==> src/range_outlier_filter_alarm_core_defines.svh <==
// Assertion macros for the range outlier filter and alarm core.
`ifndef RANGE_OUTLIER_FILTER_ALARM_CORE_DEFINES_SVH
`define RANGE_OUTLIER_FILTER_ALARM_CORE_DEFINES_SVH
`ifndef ASSERT_OFF
// checked property, idle while reset is asserted
`define ROF_ASSERT(lbl, clk, rst_n, prop) \
	lbl: assert property (@(posedge clk) disable iff (!rst_n) prop) \
	else $error("range_outlier_filter_alarm_core: check failed");
// checked property, live through reset as well
`define ROF_ASSERT_NORST(lbl, clk, prop) \
	lbl: assert property (@(posedge clk) prop) \
	else $error("range_outlier_filter_alarm_core: check failed");
`else
`define ROF_ASSERT(lbl, clk, rst_n, prop)
`define ROF_ASSERT_NORST(lbl, clk, prop)
`endif
`endif

==> src/rof_pkg.sv <==
// Shared types and constants of the range outlier filter and alarm core.
package rof_pkg;

	localparam int RANGE_BITS_DEF = 14;
	localparam int CFG_ADDR_W     = 5;
	localparam int PRODUCT_W      = 48;

	localparam int unsigned MS_PER_S    = 1000;
	localparam logic [31:0] DROP_MIN_MS = 32'd100;

	typedef enum logic [2:0] {
		ST_FAILED = 3'd0,
		ST_WARMUP = 3'd1,
		ST_FIRST  = 3'd2,
		ST_NORMAL = 3'd3,
		ST_HELD   = 3'd4,
		ST_FORCED = 3'd5
	} status_t;

	typedef enum logic [2:0] {
		REG_MIN_VALID   = 3'd0,
		REG_WARMUP      = 3'd1,
		REG_JUMP_LIMIT  = 3'd2,
		REG_JUMP_RATE   = 3'd3,
		REG_MAX_BAD_RUN = 3'd4,
		REG_DANGER      = 3'd5,
		REG_DROP_RATE   = 3'd6,
		REG_DROP_WINDOW = 3'd7
	} cfg_idx_t;

	typedef struct packed {
		logic [13:0] min_valid_distance;
		logic [2:0]  warmup_samples;
		logic [13:0] jump_limit;
		logic [15:0] jump_rate_limit;
		logic [1:0]  max_bad_run;
		logic [13:0] alarm_floor;
		logic [15:0] drop_rate_limit;
		logic [15:0] drop_window_max_ms;
	} cfg_t;

	localparam cfg_t CFG_RESET = '{
		min_valid_distance: 14'd368,
		warmup_samples:     3'd5,
		jump_limit:         14'd480,
		jump_rate_limit:    16'd320,
		max_bad_run:        2'd2,
		alarm_floor:        14'd800,
		drop_rate_limit:    16'd240,
		drop_window_max_ms: 16'd5000
	};

	typedef struct packed {
		status_t status;
		logic    alarm;
	} rof_res_t;

endpackage

==> src/rof_in_if.sv <==
// Reading channel: valid/ready handshake carrying one range reading word.
interface rof_in_if import rof_pkg::*; #(
	parameter int RANGE_BITS = RANGE_BITS_DEF
);
	logic                  valid;
	logic                  ready;
	logic                  sample_ok;
	logic [RANGE_BITS-1:0] range_in;
	logic [31:0]           time_ms;

	modport source (output valid, output sample_ok, output range_in, output time_ms,
		input ready);
	modport sink (input valid, input sample_ok, input range_in, input time_ms,
		output ready);
endinterface

==> src/rof_out_if.sv <==
// Result channel: valid/ready handshake carrying one filtered result word.
interface rof_out_if import rof_pkg::*; #(
	parameter int RANGE_BITS = RANGE_BITS_DEF
);
	logic                  valid;
	logic                  ready;
	logic [2:0]            status;
	logic [RANGE_BITS-1:0] range_out;
	logic                  roof_alarm;

	modport source (output valid, output status, output range_out, output roof_alarm,
		input ready);
	modport sink (input valid, input status, input range_out, input roof_alarm,
		output ready);
endinterface

==> src/range_outlier_filter_alarm_core.sv <==
// Top level of the range outlier filter and roof alarm core.
// Takes one range reading word per cycle unless the result side stalls, and returns
// one result word for each, in order. A reading is registered on acceptance, judged
// against the filter state by 16x32 rate multiplies and compares, and lands in the
// output register once that register is free; a new reading can be accepted every
// cycle while the result side keeps up. Throughput is set by the single filter state
// update per cycle. Configuration is to be written over the APB port only while no
// reading is in flight; the core itself does not enforce this.
`include "range_outlier_filter_alarm_core_defines.svh"
module range_outlier_filter_alarm_core import rof_pkg::*; #(
	parameter int RANGE_BITS = RANGE_BITS_DEF
) (
	input  logic                  clk,
	input  logic                  arst_n,
	input  logic                  psel,
	input  logic                  penable,
	input  logic                  pwrite,
	input  logic [CFG_ADDR_W-1:0] paddr,
	input  logic [31:0]           pwdata,
	output logic [31:0]           prdata,
	output logic                  pready,
	rof_in_if.sink                reading,
	rof_out_if.source             result
);
	cfg_t                  cfg;
	rof_res_t              res;
	logic [RANGE_BITS-1:0] range_res;

	logic                  valid_s1;
	logic                  ok_s1;
	logic [RANGE_BITS-1:0] range_s1;
	logic [31:0]           time_s1;

	logic                  valid_s2;
	status_t               status_s2;
	logic [RANGE_BITS-1:0] range_s2;
	logic                  alarm_s2;

	logic                  advance;
	logic                  fire;
	logic                  take;

	assign advance       = !valid_s2 || result.ready;
	assign fire          = valid_s1 && advance;
	assign reading.ready = !valid_s1 || advance;
	assign take          = reading.valid && reading.ready;

	rof_apb_regs u_regs (
		.clk     (clk),
		.arst_n  (arst_n),
		.psel    (psel),
		.penable (penable),
		.pwrite  (pwrite),
		.paddr   (paddr),
		.pwdata  (pwdata),
		.prdata  (prdata),
		.pready  (pready),
		.cfg     (cfg)
	);

	rof_filter #(
		.RANGE_BITS (RANGE_BITS)
	) u_filter (
		.clk       (clk),
		.arst_n    (arst_n),
		.cfg       (cfg),
		.fire      (fire),
		.sample_ok (ok_s1),
		.range_in  (range_s1),
		.time_ms   (time_s1),
		.res       (res),
		.range_out (range_res)
	);

	always_ff @(posedge clk or negedge arst_n) begin
		if (!arst_n) begin
			valid_s1 <= 1'b0;
		end else if (take) begin
			valid_s1 <= 1'b1;
		end else if (fire) begin
			valid_s1 <= 1'b0;
		end
	end

	always_ff @(posedge clk) begin
		if (take) begin
			ok_s1    <= reading.sample_ok;
			range_s1 <= reading.range_in;
			time_s1  <= reading.time_ms;
		end
	end

	always_ff @(posedge clk or negedge arst_n) begin
		if (!arst_n) begin
			valid_s2 <= 1'b0;
		end else if (advance) begin
			valid_s2 <= valid_s1;
		end
	end

	always_ff @(posedge clk) begin
		if (fire) begin
			status_s2 <= res.status;
			range_s2  <= range_res;
			alarm_s2  <= res.alarm;
		end
	end

	assign result.valid      = valid_s2;
	assign result.status     = status_s2;
	assign result.range_out  = range_s2;
	assign result.roof_alarm = alarm_s2;

	`ROF_ASSERT(a_take_fills_s1, clk, arst_n, take |=> valid_s1)
	`ROF_ASSERT(a_no_overwrite, clk, arst_n, (valid_s2 && !result.ready) |-> !fire)
	`ROF_ASSERT_NORST(a_warmup_quiet, clk,
		(result.valid && (result.status == ST_WARMUP)) |-> !result.roof_alarm)
endmodule

==> src/rof_apb_regs.sv <==
// APB configuration register bank of the range outlier filter.
module rof_apb_regs import rof_pkg::*; (
	input  logic                  clk,
	input  logic                  arst_n,
	input  logic                  psel,
	input  logic                  penable,
	input  logic                  pwrite,
	input  logic [CFG_ADDR_W-1:0] paddr,
	input  logic [31:0]           pwdata,
	output logic [31:0]           prdata,
	output logic                  pready,
	output cfg_t                  cfg
);
	cfg_t     cfg_q;
	cfg_idx_t idx;
	logic     wr_en;

	assign idx    = cfg_idx_t'(paddr[CFG_ADDR_W-1:2]);
	assign wr_en  = psel && penable && pwrite;
	assign pready = 1'b1;
	assign cfg    = cfg_q;

	always_ff @(posedge clk or negedge arst_n) begin
		if (!arst_n) begin
			cfg_q <= CFG_RESET;
		end else if (wr_en) begin
			case (idx)
				REG_MIN_VALID:   cfg_q.min_valid_distance <= pwdata[13:0];
				REG_WARMUP:      cfg_q.warmup_samples     <= pwdata[2:0];
				REG_JUMP_LIMIT:  cfg_q.jump_limit         <= pwdata[13:0];
				REG_JUMP_RATE:   cfg_q.jump_rate_limit    <= pwdata[15:0];
				REG_MAX_BAD_RUN: cfg_q.max_bad_run        <= pwdata[1:0];
				REG_DANGER:      cfg_q.alarm_floor        <= pwdata[13:0];
				REG_DROP_RATE:   cfg_q.drop_rate_limit    <= pwdata[15:0];
				REG_DROP_WINDOW: cfg_q.drop_window_max_ms <= pwdata[15:0];
				default: ;
			endcase
		end
	end

	always_comb begin
		case (idx)
			REG_MIN_VALID:   prdata = 32'(cfg_q.min_valid_distance);
			REG_WARMUP:      prdata = 32'(cfg_q.warmup_samples);
			REG_JUMP_LIMIT:  prdata = 32'(cfg_q.jump_limit);
			REG_JUMP_RATE:   prdata = 32'(cfg_q.jump_rate_limit);
			REG_MAX_BAD_RUN: prdata = 32'(cfg_q.max_bad_run);
			REG_DANGER:      prdata = 32'(cfg_q.alarm_floor);
			REG_DROP_RATE:   prdata = 32'(cfg_q.drop_rate_limit);
			REG_DROP_WINDOW: prdata = 32'(cfg_q.drop_window_max_ms);
			default:         prdata = '0;
		endcase
	end
endmodule

==> src/rof_filter.sv <==
// Filter state and combinational decision logic for one reading.
module rof_filter import rof_pkg::*; #(
	parameter int RANGE_BITS = RANGE_BITS_DEF
) (
	input  logic                  clk,
	input  logic                  arst_n,
	input  cfg_t                  cfg,
	input  logic                  fire,
	input  logic                  sample_ok,
	input  logic [RANGE_BITS-1:0] range_in,
	input  logic [31:0]           time_ms,
	output rof_res_t              res,
	output logic [RANGE_BITS-1:0] range_out
);
	localparam int CW = (RANGE_BITS > 14) ? RANGE_BITS : 14;

	logic [2:0]            warmup_cnt_q;
	logic [2:0]            bad_run_q;
	logic                  have_good_q;
	logic [RANGE_BITS-1:0] good_range_q;
	logic [31:0]           good_time_q;
	logic                  alarm_q;

	logic                  failed;
	logic                  in_warmup;
	logic [31:0]           dt;
	logic [RANGE_BITS-1:0] step;
	logic [PRODUCT_W-1:0]  step_scaled;
	logic [PRODUCT_W-1:0]  jump_allow;
	logic                  rejected;
	logic [2:0]            run_inc;
	logic                  held;
	logic [RANGE_BITS-1:0] result_rng;
	logic [RANGE_BITS-1:0] drop;
	logic [PRODUCT_W-1:0]  drop_scaled;
	logic [PRODUCT_W-1:0]  drop_allow;
	logic                  danger;

	always_comb begin
		failed      = !sample_ok || (CW'(range_in) < CW'(cfg.min_valid_distance));
		in_warmup   = warmup_cnt_q < cfg.warmup_samples;
		dt          = time_ms - good_time_q;
		step        = (range_in >= good_range_q) ? (range_in - good_range_q)
			: (good_range_q - range_in);
		step_scaled = PRODUCT_W'(step) * PRODUCT_W'(MS_PER_S);
		jump_allow  = PRODUCT_W'(cfg.jump_rate_limit) * PRODUCT_W'(dt);
		rejected    = have_good_q &&
			((CW'(step) > CW'(cfg.jump_limit)) || (step_scaled > jump_allow));
		run_inc     = (bad_run_q == 3'd7) ? bad_run_q : bad_run_q + 3'd1;
		held        = rejected && (run_inc <= 3'(cfg.max_bad_run));
		result_rng  = held ? good_range_q : range_in;
		drop        = good_range_q - result_rng;
		drop_scaled = PRODUCT_W'(drop) * PRODUCT_W'(MS_PER_S);
		drop_allow  = PRODUCT_W'(cfg.drop_rate_limit) * PRODUCT_W'(dt);
		// drop rate is judged against the good sample held before this update
		danger      = (CW'(result_rng) < CW'(cfg.alarm_floor)) ||
			(have_good_q && (dt > DROP_MIN_MS) && (dt < 32'(cfg.drop_window_max_ms)) &&
			(good_range_q > result_rng) && (drop_scaled > drop_allow));

		if (failed) begin
			res.status = ST_FAILED;
			res.alarm  = alarm_q;
			range_out  = range_in;
		end else if (in_warmup) begin
			res.status = ST_WARMUP;
			res.alarm  = 1'b0;
			range_out  = range_in;
		end else begin
			if (!have_good_q) begin
				res.status = ST_FIRST;
			end else if (held) begin
				res.status = ST_HELD;
			end else if (rejected) begin
				res.status = ST_FORCED;
			end else begin
				res.status = ST_NORMAL;
			end
			res.alarm = danger;
			range_out = result_rng;
		end
	end

	always_ff @(posedge clk or negedge arst_n) begin
		if (!arst_n) begin
			warmup_cnt_q <= '0;
			bad_run_q    <= '0;
			have_good_q  <= 1'b0;
			good_range_q <= '0;
			good_time_q  <= '0;
			alarm_q      <= 1'b0;
		end else if (fire && !failed) begin
			if (in_warmup) begin
				warmup_cnt_q <= warmup_cnt_q + 3'd1;
				alarm_q      <= 1'b0;
			end else begin
				alarm_q     <= danger;
				have_good_q <= 1'b1;
				if (held) begin
					bad_run_q <= run_inc;
				end else begin
					bad_run_q    <= '0;
					good_range_q <= range_in;
					good_time_q  <= time_ms;
				end
			end
		end
	end
endmodule
==> src/flat_wrapper.sv <==
// flat-port wrapper written by rule: the top's interface ports become plain ports
module range_outlier_filter_alarm_core_flat import rof_pkg::*;
#(
	parameter int RANGE_BITS = RANGE_BITS_DEF
)
  (clk, arst_n, psel, penable, pwrite, paddr, pwdata, prdata, pready, reading_valid, reading_sample_ok, reading_range_in, reading_time_ms, reading_ready, result_valid, result_status, result_range_out, result_roof_alarm, result_ready);
  rof_in_if #(.RANGE_BITS(RANGE_BITS)) reading_i ();
  rof_out_if #(.RANGE_BITS(RANGE_BITS)) result_i ();
  input  logic clk;
  input  logic arst_n;
  input  logic psel;
  input  logic penable;
  input  logic pwrite;
  input  logic [CFG_ADDR_W-1:0] paddr;
  input  logic [31:0] pwdata;
  output logic [31:0] prdata;
  output logic pready;
  input wire logic [$bits(reading_i.valid)-1:0] reading_valid;
  input wire logic [$bits(reading_i.sample_ok)-1:0] reading_sample_ok;
  input wire logic [$bits(reading_i.range_in)-1:0] reading_range_in;
  input wire logic [$bits(reading_i.time_ms)-1:0] reading_time_ms;
  output wire logic [$bits(reading_i.ready)-1:0] reading_ready;
  output wire logic [$bits(result_i.valid)-1:0] result_valid;
  output wire logic [$bits(result_i.status)-1:0] result_status;
  output wire logic [$bits(result_i.range_out)-1:0] result_range_out;
  output wire logic [$bits(result_i.roof_alarm)-1:0] result_roof_alarm;
  input wire logic [$bits(result_i.ready)-1:0] result_ready;
  assign reading_i.valid = reading_valid;
  assign reading_i.sample_ok = reading_sample_ok;
  assign reading_i.range_in = reading_range_in;
  assign reading_i.time_ms = reading_time_ms;
  assign reading_ready = reading_i.ready;
  assign result_valid = result_i.valid;
  assign result_status = result_i.status;
  assign result_range_out = result_i.range_out;
  assign result_roof_alarm = result_i.roof_alarm;
  assign result_i.ready = result_ready;
  range_outlier_filter_alarm_core #(.RANGE_BITS(RANGE_BITS)) u_core (.clk(clk), .arst_n(arst_n), .psel(psel), .penable(penable), .pwrite(pwrite), .paddr(paddr), .pwdata(pwdata), .prdata(prdata), .pready(pready), .reading(reading_i), .result(result_i));
endmodule
==> config.mk <==
export PLATFORM = sky130hd
export DESIGN_NAME = range_outlier_filter_alarm_core_flat
export DESIGN_NICKNAME = d
export VERILOG_FILES = /design/src/rof_pkg.sv /design/src/rof_in_if.sv /design/src/rof_out_if.sv /design/src/range_outlier_filter_alarm_core.sv /design/src/rof_apb_regs.sv /design/src/rof_filter.sv /design/src/flat_wrapper.sv
export VERILOG_INCLUDE_DIRS = /design/src /design/src/src
export SDC_FILE = /design/constraint.sdc
export NUM_CORES = 2
export LEC_CHECK = 0
export BUFFER_PORTS_ARGS = -buffer_cell sky130_fd_sc_hd__buf_4
export CAP_MARGIN = 10
export CELL_PAD_IN_SITES_DETAIL_PLACEMENT = 0
export CELL_PAD_IN_SITES_GLOBAL_PLACEMENT = 1
export CORE_MARGIN = 3
export CORE_UTILIZATION = 50
export DETAILED_ROUTE_END_ITERATION = 10
export PLACE_DENSITY = 0.84
export SKIP_LAST_GASP = 1
export SLEW_MARGIN = 20
export SYNTH_ARGS = -nofsm -noshare
export SYNTH_HDL_FRONTEND = slang
export SYNTH_HIERARCHICAL = 1
export SYNTH_SLANG_ARGS = --single-unit
==> constraint.sdc <==
create_clock -name clk -period 22.9 [get_ports clk]
set_clock_uncertainty 0.15 [all_clocks]
set_input_delay 6.87 -clock clk [delete_from_list [all_inputs] [get_ports clk]]
set_output_delay 6.87 -clock clk [all_outputs]
set_load 0.01 [all_outputs]
* After elaboration in Yosys (flattened, before gate mapping)
Cells that the tools add are included.
** Cells by class
- Add/sub/neg operators :: 6
- $mul :: 4
- Magnitude comparators :: 11
- Eq/ne operators :: 8
- Muxes and demuxes :: 15
- Bitwise logic cells :: 3
- Reductions and logical operators :: 35
** Operator list (number)
- $pmux W32 S8 :: 1
- $gt A24 B48 Y1 :: 2
- $mul A16 B32 Y48 :: 2
- $mux W14 :: 4
- $mul A14 B7 Y21 const B :: 2
- $sub A14 B14 Y14 :: 3
- $gt A32 B7 Y1 const B :: 1
- $lt A32 B16 Y1 :: 1
- $sub A32 B32 Y32 :: 1
- $gt A14 B14 Y1 :: 2
- $lt A14 B14 Y1 :: 2
- $reduce_and A2 Y1 :: 10
- $eq A3 B3 Y1 const B :: 5
- $ge A14 B14 Y1 :: 1
- $mux W3 :: 4
- $logic_and A1 B1 Y1 :: 11
- $add A3 B1 Y3 const B :: 2
- $eq A3 B2 Y1 const B :: 2
- $logic_or A1 B1 Y1 :: 5
- $logic_not A1 Y1 :: 4
- $mux W1 :: 4
- $mux W2 :: 2
- $eq A3 B1 Y1 const B :: 1
- $le A3 B2 Y1 :: 1
- other kinds (7) :: 9
** Word-level totals
- Register bits after elaboration :: 216
- Word-level logic and storage cells :: 106

* Depth between registers and ports, before layout
- Word-level depth :: 15
- Gate-level depth with buffers :: 93
- Gate-level depth less buffers :: 87

* By module
Netlist, hierarchy kept.
** By module, submodules not included
- rof_filter :: instances 1, cells each 5473, area each 46213.1 µm², sequential area each 1351.3 µm²
- rof_apb_regs :: instances 1, cells each 347, area each 4601.9 µm², sequential area each 2408.6 µm²
- range_outlier_filter_alarm_core :: instances 1, cells each 73, area each 2055.7 µm², sequential area each 2001.9 µm²

* Worst setup path before layout
No wires, ideal clock.
- Path type :: register -> register
- Start point :: reg u_core.range_s1[3]
- End point :: reg u_core.alarm_s2 (netlist: u_core/result.roof_alarm), data pin
- Setup time :: 0.152 ns
- Arrival :: 17.835 ns
- Slack :: 4.764 ns
- Stages on the path, launching flop included :: 86
- Path buffers :: 7
- Path through :: edfxtp_1 > inv_1 > ha_1 > clkbuf_1 > a21o_1 > a21o_1 > a21oi_1 > nand2_1 > a221o_1 > a21o_1 > a221o_1 > a21o_1 > a21o_1 > clkbuf_1 > clkbuf_1 > mux2i_1 > xnor2_1 > inv_1 > [... 50 more ...] > o21ai_0 > a21boi_0 > o21a_1 > o21ai_0 > a21boi_0 > o2111ai_1 > nand3_1 > ha_1 > nand4_1 > nor4_1 > a211o_1 > o221ai_1 > nor4_1 > nand4_1 > nor4_1 > and3_1 > nand4_1 > a31oi_1
** RTL lines
- start, declared :: RTL line range_outlier_filter_alarm_core.sv:31 : logic [RANGE_BITS-1:0] range_s1;
- start signal, assigned :: RTL line range_outlier_filter_alarm_core.sv:88 : range_s1 <= reading.range_in;
- end signal, assigned :: RTL line range_outlier_filter_alarm_core.sv:105 : alarm_s2 <= res.alarm;
- end, declared :: RTL line range_outlier_filter_alarm_core.sv:37 : logic alarm_s2;

==> reports/qor.txt <==
status -> complete, no violations
final hold viol count -> 0
Clk pin slew, worst setup/hold paths -> 0.08 ns
worst-path cell with the longest stage delay -> a21oi_1
# rows -> 118
maximum clock path buffer count -> 3
GRT Util Overall -> 27.6%
CP peak stage delay -> 0.76 ns
global-route wire length before repair -> 235000 um
sequential area share after synthesis -> 10.9%
RSZ-0062 raised after global routing -> no
core area -> 104000 um^2
Max-Cap Viols -> 0
Cells after Synth -> 5893
Max-slew headroom -> 23.4%
final setup violation count -> 0
Post-synth ARST share -> 69.9%
Post-CTS Setup Bufs -> 0
fill cell count -> 9649
Hold Crit Class -> flop to flop
vias in the first global route -> 41840
synthesis-to-layout area growth -> 5.79%
Setup CP Type -> flop to flop
syn avg cell area -> 8.97 um^2
Worst Setup Start Kind -> flop
DRT iter0 DRCs -> 3074
most frequent cells in the layout -> 1179 x inv_1, 923 x fa_1, 860 x nand2_1
period utilization -> 93.5%
fin. max-slew vios -> 0
Reg2Reg Setup Slack -> 1.49 ns
remaining global-route overflow -> 0
most common cell after layout, fill and taps aside -> inv_1
Remaining DRCs -> 0
routed vias/inst -> 5.59
routed len/inst -> 20.6 um
Post-Synth Simple-Gate Area -> 15.1%
die width -> 331 um
CTS Root Cell -> clkbuf_16
Worst Path Buf+Inv -> 9
Die ar. -> 110000 um^2
number of distinct library cells after synthesis -> 109
Nets -> 7368
Starting Density -> 50.7%
Setup TNS -> 0 ns
multiplexer share of the synthesized area -> 3.86%
crit path max fanout -> 21
Placer Congestion -> 0.953
half-perimeter wire length after placement -> 117000 um
synth top area cells -> fa_1 35%, ha_1 12%, inv_1 8.4%
CTS Sinks -> 216
Synth Area in Compound Gates -> 9.68%
XOR/XNOR Fraction of Synth Area -> 2.67%
highest clock rate -> 0.0467 GHz
initial antenna violation count -> 6
largest net degree at the start of global routing -> 80
CP endpoint kind -> flop
Post-Synth Adder-Cell Area -> 47.0%
layout cells sized above 1 -> 8.58%
largest family of logic cells by synthesized area -> adder cells
Req. time, crit path -> 23.15 ns
Synth warnings -> 6
Routed Antenna Nets -> 0
H-tree levels -> 1
delay-heaviest family, CP -> compound AO/OA/AOI/OAI gates
worst-skew pair later-pin latency -> 0.56 ns
Yosys reg bits -> 216
total CTS buffers -> 22
Synth area leader -> fa_1
Worst path most repeated cell -> inv_1
Die H -> 331 um
Top FF cell, synth -> dfrtp_1
share of the synthesized area in the top cell type -> 34.9%
worst-margin pin slew -> 1.15 ns
DRT Pass-1 Iters -> 9
io pins -> 144
final WL -> 149000 um
Via Count -> 40501
PortBufs -> 108
Critical Path AT -> 21.66 ns
CTS tree -> built
mapped cell area -> 52900 um^2
Post-synth EDFFs -> 65
Final min period -> 21.41 ns
-- synth_stat cells (12+ instances only) --
master	n
nand3_1	52
a21boi_0	15
nand2b_1	35
ha_1	507
a211oi_1	19
nor2b_1	50
nor2_1	175
o21a_1	36
edfxtp_1	65
dfrtp_1	126
buf_4	29
mux2i_1	34
nand2_1	860
clkbuf_1	227
inv_1	1179
xor2_1	45
a21o_1	106
nor4_1	18
a31oi_1	26
and3_1	17
nand4_1	52
a21oi_1	215
xnor2_1	89
mux2_2	135
o211ai_1	19
o31ai_1	12
o21bai_1	27
and2_1	324
fa_1	923
o21ai_0	131
dfstp_2	25
buf_2	23
nor3_1	47
-- worst paths after layout --
check | from | to | cells after the start
setup / recovery | u_core/range_s1[3] | u_core/result.roof_alarm | 79
hold / removal | u_core/time_s1[29] | u_core/u_filter/good_time_q[29] | 1
setup reg to reg | u_core/range_s1[3] | u_core/result.roof_alarm | 79
hold reg to reg | u_core/time_s1[29] | u_core/u_filter/good_time_q[29] | 1
max in group asynchronous | arst_n | u_core/u_regs/cfg[60] | 2
min in group asynchronous | arst_n | u_core/u_filter/good_range_q[12] | 1
-- worst reg2reg max path: cells and delay by family (launching register included) --
kind / cells / cell delay, ns
compound gates: 32 / 7.80
fa+ha+maj: 13 / 5.72
simple gates: 21 / 4.72
xor+xnor: 3 / 1.11
buf+inv: 9 / 1.00
flops: 1 / 0.50
mux: 1 / 0.24
-- state kept, by name, summed over array words and instances, names as in the netlist, 14 cells and up --
signal	count
u_core/u_filter/good_time_q	32
u_core/u_filter/good_range_q	14
u_core/u_regs/cfg	95
u_core/result.range_out	14
u_core/range_s1	14
u_core/time_s1	32
-- cell type report --
class                      instances  area, um^2  area share (%)
antenna                            3        7.51          0.0134
clock inverter                     9         101           0.181
multi-input combinational       4225       41800            74.7
clock buffer                      31         618            1.11
sequential                       216        5770            10.3
tap                             1380        1730            3.09
timing repair buffer             201        1510            2.70
inverter                        1181        4430            7.93
-- metrics by stage --
| step | hold WS (ns) | util (%) | instance area [um^2] | setup slack, ns | cells |
|---|---|---|---|---|---|
| 2_1_floorplan | 0.299 | - | 52900 | 4.76 | 5908 |
| 3_3_place_gp | 0.331 | 52.9 | 55200 | 1.39 | 7203 |
| 3_5_place_dp | 0.340 | 52.9 | 55200 | 1.18 | 7203 |
| 4_1_cts | 0.351 | 53.6 | 55900 | 1.07 | 7243 |
| 5_1_grt | 0.361 | 53.7 | 55900 | 0.0329 | 7243 |
| 6_report | 0.347 | 53.7 | 55900 | 1.49 | 7246 |
-- what timing repair did --
item,CTS,global route
hold buffers,0,0
gates resized for setup,0,5
endpoints found under the setup margin,0,2
-- routing by layer --
metal / share of wire, % / track usage, % / vias to the layer above
li1: - / - / 18372
met1: 41 / 36.5 / 20441
met2: 47 / 44.8 / 1396
met3: 7.7 / 5.69 / 290
met4: 4.4 / 10.5 / 2
met5: 0.0087 / 0 / -
-- kinds of logic (layout without fill, tap and decap cells) --
kind of cell,Yosys count,count (layout)
compound gates,759,759
fa+ha+maj,1433,1433
buf+inv,1467,1422
mux,181,181
simple gates,1690,1690
flops,216,216
xor+xnor,145,145
other cells,2,20
Power is left out: the tool's default activity adds up to more than one toggle a clock period on the data nets, which glitch-free logic cannot reach.
